File: src/sv/tun_pkg.sv
// ----------------------------------------------------------------------------
// tun_pkg
// Shared widths, constants and side-band types of the triangle normal core.
// ----------------------------------------------------------------------------
package tun_pkg;

    localparam int COORD_W     = 16;              // vertex and reference fields
    localparam int EDGE_W      = COORD_W + 1;     // vertex difference
    localparam int PROD_W      = 2 * EDGE_W;      // edge component product
    localparam int CROSS_W     = PROD_W + 1;      // signed cross component
    localparam int MAG_W       = CROSS_W - 1;     // cross magnitude
    localparam int POS_W       = 6;               // msb position of a magnitude
    localparam int NORM_W      = 24;              // normalized magnitude
    localparam int NORM_TOP    = NORM_W - 1;
    localparam int SQR_W       = 2 * NORM_W;
    localparam int SUM_W       = SQR_W + 2;
    localparam int RAD_SHIFT   = 12;
    localparam int RAD_W       = SUM_W + RAD_SHIFT; // radicand, 62 bits
    localparam int SQRT_STAGES = RAD_W / 2;         // one root bit per stage
    localparam int ROOT_W      = SQRT_STAGES;
    localparam int NUM_SHIFT   = 20;
    localparam int NUM_W       = NORM_W + NUM_SHIFT + 1;
    localparam int QUO_W       = 16;                // one quotient bit per stage
    localparam int CMP_W       = NUM_W + 2;
    localparam int DOT_W       = 54;
    localparam int SPLIT       = 17;                // low part of a cross component

    localparam logic [QUO_W-1:0] UNIT_ONE = QUO_W'(16384);

    // Payload that rides along the square-root pipeline.
    typedef struct packed {
        logic [2:0][NORM_W-1:0] d;
        logic [2:0]             neg;
        logic                   degen;
    } t_side;

    // Payload of one divider lane.
    typedef struct packed {
        logic neg;
        logic degen;
    } t_dside;

endpackage

File: src/sv/tun_div.sv
// ----------------------------------------------------------------------------
// tun_div
// Pipelined restoring divider, one quotient bit per stage, msb first.
// ----------------------------------------------------------------------------
module tun_div
    import tun_pkg::*;
(
    input  logic              i_clk,
    input  logic              i_rst_n,
    input  logic              i_en,
    input  logic              i_vld,
    input  logic [NUM_W-1:0]  i_num,
    input  logic [ROOT_W-1:0] i_den,
    input  t_dside            i_side,
    output logic              o_vld,
    output logic [QUO_W-1:0]  o_quo,
    output t_dside            o_side
);

    logic              r_vld  [QUO_W];
    logic [NUM_W-1:0]  r_rem  [QUO_W-1];
    logic [ROOT_W-1:0] r_den  [QUO_W-1];
    logic [QUO_W-1:0]  r_quo  [QUO_W];
    t_dside            r_side [QUO_W];

    for (genvar k = 0; k < QUO_W; k++) begin : g_stage
        logic              w_vld;
        logic [NUM_W-1:0]  w_rem;
        logic [ROOT_W-1:0] w_den;
        logic [QUO_W-1:0]  w_quo;
        t_dside            w_side;
        logic [CMP_W-1:0]  w_dsh;
        logic              w_take;

        if (k == 0) begin : g_first
            assign w_vld  = i_vld;
            assign w_rem  = i_num;
            assign w_den  = i_den;
            assign w_quo  = '0;
            assign w_side = i_side;
        end else begin : g_next
            assign w_vld  = r_vld[k-1];
            assign w_rem  = r_rem[k-1];
            assign w_den  = r_den[k-1];
            assign w_quo  = r_quo[k-1];
            assign w_side = r_side[k-1];
        end

        assign w_dsh  = CMP_W'(w_den) << (QUO_W - 1 - k);
        assign w_take = CMP_W'(w_rem) >= w_dsh;

        always_ff @(posedge i_clk) begin
            if (!i_rst_n) begin
                r_vld[k] <= 1'b0;
            end else if (i_en) begin
                r_vld[k] <= w_vld;
            end
        end

        always_ff @(posedge i_clk) begin
            if (i_en) begin
                r_quo[k]  <= {w_quo[QUO_W-2:0], w_take};
                r_side[k] <= w_side;
            end
        end

        if (k < QUO_W - 1) begin : g_rem
            always_ff @(posedge i_clk) begin
                if (i_en) begin
                    r_rem[k] <= w_take ? w_rem - w_dsh[NUM_W-1:0] : w_rem;
                    r_den[k] <= w_den;
                end
            end
        end
    end

    assign o_vld  = r_vld[QUO_W-1];
    assign o_quo  = r_quo[QUO_W-1];
    assign o_side = r_side[QUO_W-1];

endmodule

File: config.mk
export PLATFORM = sky130hd
export DESIGN_NAME = tun_div
export DESIGN_NICKNAME = d
export VERILOG_FILES = /design/src/sv/tun_pkg.sv /design/src/sv/tun_div.sv
export SDC_FILE = /design/constraint.sdc
export NUM_CORES = 2
export LEC_CHECK = 0
export BUFFER_PORTS_ARGS = -buffer_cell sky130_fd_sc_hd__clkbuf_2
export CORE_ASPECT_RATIO = 1.75
export CORE_MARGIN = 3
export CORE_UTILIZATION = 30
export CTS_CLUSTER_SIZE = 20
export DETAILED_ROUTE_END_ITERATION = 10
export GPL_TIMING_DRIVEN = 0
export PLACE_DENSITY_LB_ADDON = 0.12
export RECOVER_POWER = 100
export SYNTH_ARGS = -nofsm -noshare
export SYNTH_HDL_FRONTEND = slang
export SYNTH_SLANG_ARGS = --single-unit
File: constraint.sdc
create_clock -name i_clk -period 7.9 [get_ports i_clk]
set_clock_uncertainty 0.05 [all_clocks]
set_input_delay 0.79 -clock i_clk [delete_from_list [all_inputs] [get_ports i_clk]]
set_output_delay 0.79 -clock i_clk [all_outputs]
set_load 0.005 [all_outputs]
==> impl_metrics.env <==
export IMPL_run_status="complete, but fails checks"
export IMPL_violated_checks="capacitance limit, slew limit"
export IMPL_power_share_clock_pct=22.7
export IMPL_arrival_worst_endpoint_ns=7.49
export IMPL_vdd_ir_drop_worst_uv=151
export IMPL_combinational_family_with_the_most_area_after_synthesis="compound AO/OA/AOI/OAI gates"
export IMPL_clk_root_buf="clkbuf_16"
export IMPL_synth_top_cells_by_count="edfxtp_1, inv_1, a21oi_1, nand2_1, ha_1"
export IMPL_cp_endpoint="r_rem[0][305]$_DFFE_PP_"
export IMPL_place_inst=10185
export IMPL_netlist_top_cells_area="edfxtp_1, ha_1, a21oi_1"
export IMPL_timing_max_slew_rel_slack_pct=-190
export IMPL_reg2reg_to="r_rem[0][305]$_DFFE_PP_"
export IMPL_source_to_sink_clock_delay_at_the_later_pin_of_the_worst_skew_pair_ns=0.84
export IMPL_seq_area_frac_synth_pct=53.2
export IMPL_number_of_cells_traversed_by_the_worst_register_to_register_path=14
export IMPL_fin_util_pct=34.2
export IMPL_synthCells=6779
export IMPL_synth_lib_cells_used_distinct=93
export IMPL_synth_top_cell_area_share_pct=53.2
export IMPL_final_net_count=7655
export IMPL_post_cts_resized=0
export IMPL_synthFlopType="edfxtp_1"
export IMPL_type_of_origin_of_the_critical_path="register"
export IMPL_final_layout_size_suffix_gt1_share_pct=6.19
export IMPL_dpl_hpwl_um=217000
export IMPL_seq_power_share_pct=34.9
export IMPL_largest_net_degree_at_the_start_of_global_routing=123
export IMPL_setup_viol=0
export IMPL_number_of_global_route_vias_before_repair=57269
export IMPL_chipWidth_um=383
export IMPL_core_area_sq_um=247000
export IMPL_place_port_buffers=100
export IMPL_finalMaxSlewViolations=733
export IMPL_initial_utilization_pct=30.2
export IMPL_syn_nets=7371
export IMPL_layout_area_overhead_vs_synth_pct=13.0
export IMPL_crit_start="r_rem[0][234]$_DFFE_PP_"
export IMPL_num_vias=51935
export IMPL_max_freq_mhz=141
export IMPL_final_antenna_net_count=0
export IMPL_post_synth_instance_area_sq_um=74700
export IMPL_final_std_cells_w_o_fill=10465
export IMPL_cts_htree_levels=4
export IMPL_power_static_leakage_nw=32.7
export IMPL_cts_hold_fix_buffers=0
export IMPL_placement_rows=241
export IMPL_die_area_sq_um=255000
export IMPL_hold_violation_count_in_the_final_report=0
export IMPL_routed_wl_um=263000
export IMPL_floorplan_die_height_um=666
export IMPL_yosys_area_share_xor_xnor_pct=5.57
export IMPL_detailedRoute_firstPassIterationCount=6
export IMPL_intPower_mw=19.2
export IMPL_vias_per_cell=4.96
export IMPL_synth_area_mux_share_pct=1.91
export IMPL_rsz_0062_raised_after_global_routing="no"
export IMPL_timing_max_cap_violations=15
export IMPL_ys_seq_elements=1324
export IMPL_worst_r2r_startpoint="r_rem[0][234]$_DFFE_PP_"
export IMPL_hold_path_class="in -> reg"
export IMPL_clock_sink_count=1324
export IMPL_cts_setup_buffers=0
export IMPL_drt_wirelength_per_cell_um=25.1
export IMPL_type_of_destination_of_the_critical_path="register"
export IMPL_cts_buffers=156
export IMPL_top_level_ports=101
export IMPL_synthSimpleGateAreaFrac_pct=11.2
export IMPL_top_cell_type_by_total_area_after_synthesis="edfxtp_1"
export IMPL_worst_slack_ns=0.790
export IMPL_async_flop_share_pct=0
export IMPL_p_switching_mw=12.3
export IMPL_groute_usage_overall_pct=20.4
export IMPL_critical_path_required_ns=8.28
export IMPL_detailedPlace_worstSlack_ns=1.40
export IMPL_syn_mean_instance_area_sq_um=11.0
export IMPL_overflow=0
export IMPL_finalCritPeriodShare_pct=90.0
export IMPL_ff2ff_setup_slack_ns=0.79
export IMPL_antenna_violations_before_repair=8
export IMPL_synth_compound_area_share_pct=15.1
export IMPL_timing_critical_path_fanout_max=10
export IMPL_yosysWarnings=0
export IMPL_power_switching_fraction_pct=39.1
export IMPL_critPathKind="reg -> reg"
export IMPL_finalWeightedCongestion=0.928
export IMPL_power_per_cell_area_nw_per_um2=374
export IMPL_synth_most_common_cell="edfxtp_1"
export IMPL_least_margin_pin_slew_ns=4.34
export IMPL_period_needed_ns=7.11
export IMPL_synthAdderAreaFrac_pct=8.70
export IMPL_grt_first_pass_wirelength_um=373000
export IMPL_detailedRoute_firstIterationViolations=2010
export IMPL_synth_enable_flop_cells=1323
export IMPL_finalSetupTns_ns=0
export IMPL_post_route_drc_count=0
export IMPL_comb_power_share_pct=42.4
export IMPL_cts_tree="yes"
export IMPL_longest_clk_path_bufs=4
export IMPL_path_clk_slew_ns=0.06
-- cell type report --
type / instances / area [sq um]
Timing Repair Buffer: 126 / 737
Inverter: 637 / 2390
Fill cell: 24781 / 163000
Clock inverter: 76 / 782
Buffer: 190 / 752
Antenna cell: 13 / 32.5
Tap cell: 3280 / 4100
Sequential cell: 1324 / 39700
Clock buffer: 191 / 4080
Multi-Input combinational cell: 4628 / 31800
-- registers in the layout (all words and copies together) (netlist names) --
| signal | count |
|---|---|
| r_quo | 136 |
| r_side | 32 |
| r_rem | 675 |
| r_den | 465 |
| r_vld | 16 |
-- kinds of logic (layout without fill, tap and decap cells) --
kind of cell,count (synthesis),count (layout)
multiplexers,128,128
adder cells (fa/ha/maj),510,510
AND/OR/NAND/NOR,1704,1704
AO/OA/AOI/OAI,1811,1811
XOR/XNOR,475,475
buffers and inverters,827,1220
other,0,13
flip-flops,1324,1324
-- per-layer routing --
layer / global-route usage [%] / up-vias / part of all wire [%]
li1: - / 25495 / -
met1: 11.8 / 24642 / 23
met2: 46.9 / 1064 / 64
met3: 1.78 / 734 / 1.9
met4: 19.2 / 0 / 11
met5: 0 / - / 0
-- worst max-delay path, cell delays in order (launching register included) --
cell and delay, ns:
edfxtp_1 0.36, inv_1 0.09, ha_1 0.16, inv_1 0.05
fa_1 0.41, a21oi_1 0.23, o21ai_0 0.23, a31oi_1 0.38
a21boi_0 0.33, o41ai_1 1.37, o31ai_1 0.47, a211oi_1 0.64
clkbuf_1 0.94, buf_2 0.60, o21ai_0 0.36
-- power groups by stage --
stage / sequential [mW] / combinational [mW] / clock [mW]
floorplan: 10.7 / 9.10 / 0
global placement: 11.6 / 13.5 / 0
detailed placement: 11.2 / 13.6 / 0
CTS: 11.0 / 13.6 / 7.47
global route: 11.2 / 14.7 / 7.69
finish: 11.0 / 13.4 / 7.16
-- worst min path at each step --
stage | start | endpoint | depth (start not counted)
finish | i_num[5] | r_rem[0][5]$_DFFE_PP_ | 1
global route | i_num[5] | r_rem[0][5]$_DFFE_PP_ | 1
CTS | i_num[5] | r_rem[0][5]$_DFFE_PP_ | 1
detailed placement | r_quo[4][21]$_DFFE_PP_ | r_quo[5][6]$_DFFE_PP_ | 0
global placement | r_quo[5][27]$_DFFE_PP_ | r_quo[6][12]$_DFFE_PP_ | 0
floorplan | r_quo[0][0]$_DFFE_PP_ | r_quo[0][17]$_DFFE_PP_ | 0
-- per-stage QoR --
step / hold slack (ns) / power, mW / instance area, sq um
final: 0.103 / 31.5 / 84400
after global routing: 0.0421 / 33.6 / 84400
after CTS: 0.0201 / 32.1 / 84700
after detailed placement: 0.355 / 24.7 / 79900
after global placement: 0.350 / 25.1 / 79300
after floorplan: 0.350 / 19.8 / 74700
-- cells in the final DEF (no fill, tap or decap), types with 31 or more instances in the layout --
cell       synthesis  routed
clkinv_1           1      31
o21ai_0          462     472
nand3_1          111     111
a211oi_1          58      63
clkbuf_1         147     268
o21a_1            71      71
a31oi_1           60      60
nand2_1          545     545
nor2_1           386     386
o31ai_1           34      34
ha_1             495     495
nor2b_1           66      67
nor3_1            94      95
nor4_1            71      66
xnor2_1          262     262
nand4_1           80      80
o211ai_1          35      36
and3_1            71      71
edfxtp_1        1323    1323
xor2_1           213     213
a21o_1           244     244
clkbuf_2           5      49
nand2b_1          78      78
mux2_2           117     107
a21oi_1          546     546
inv_1            636     636
and2_1            35      34
or3_1             36      36
clkbuf_16          0     158
o21bai_1          65      65
No activity file was read; power rests on OpenSTA's default activity.
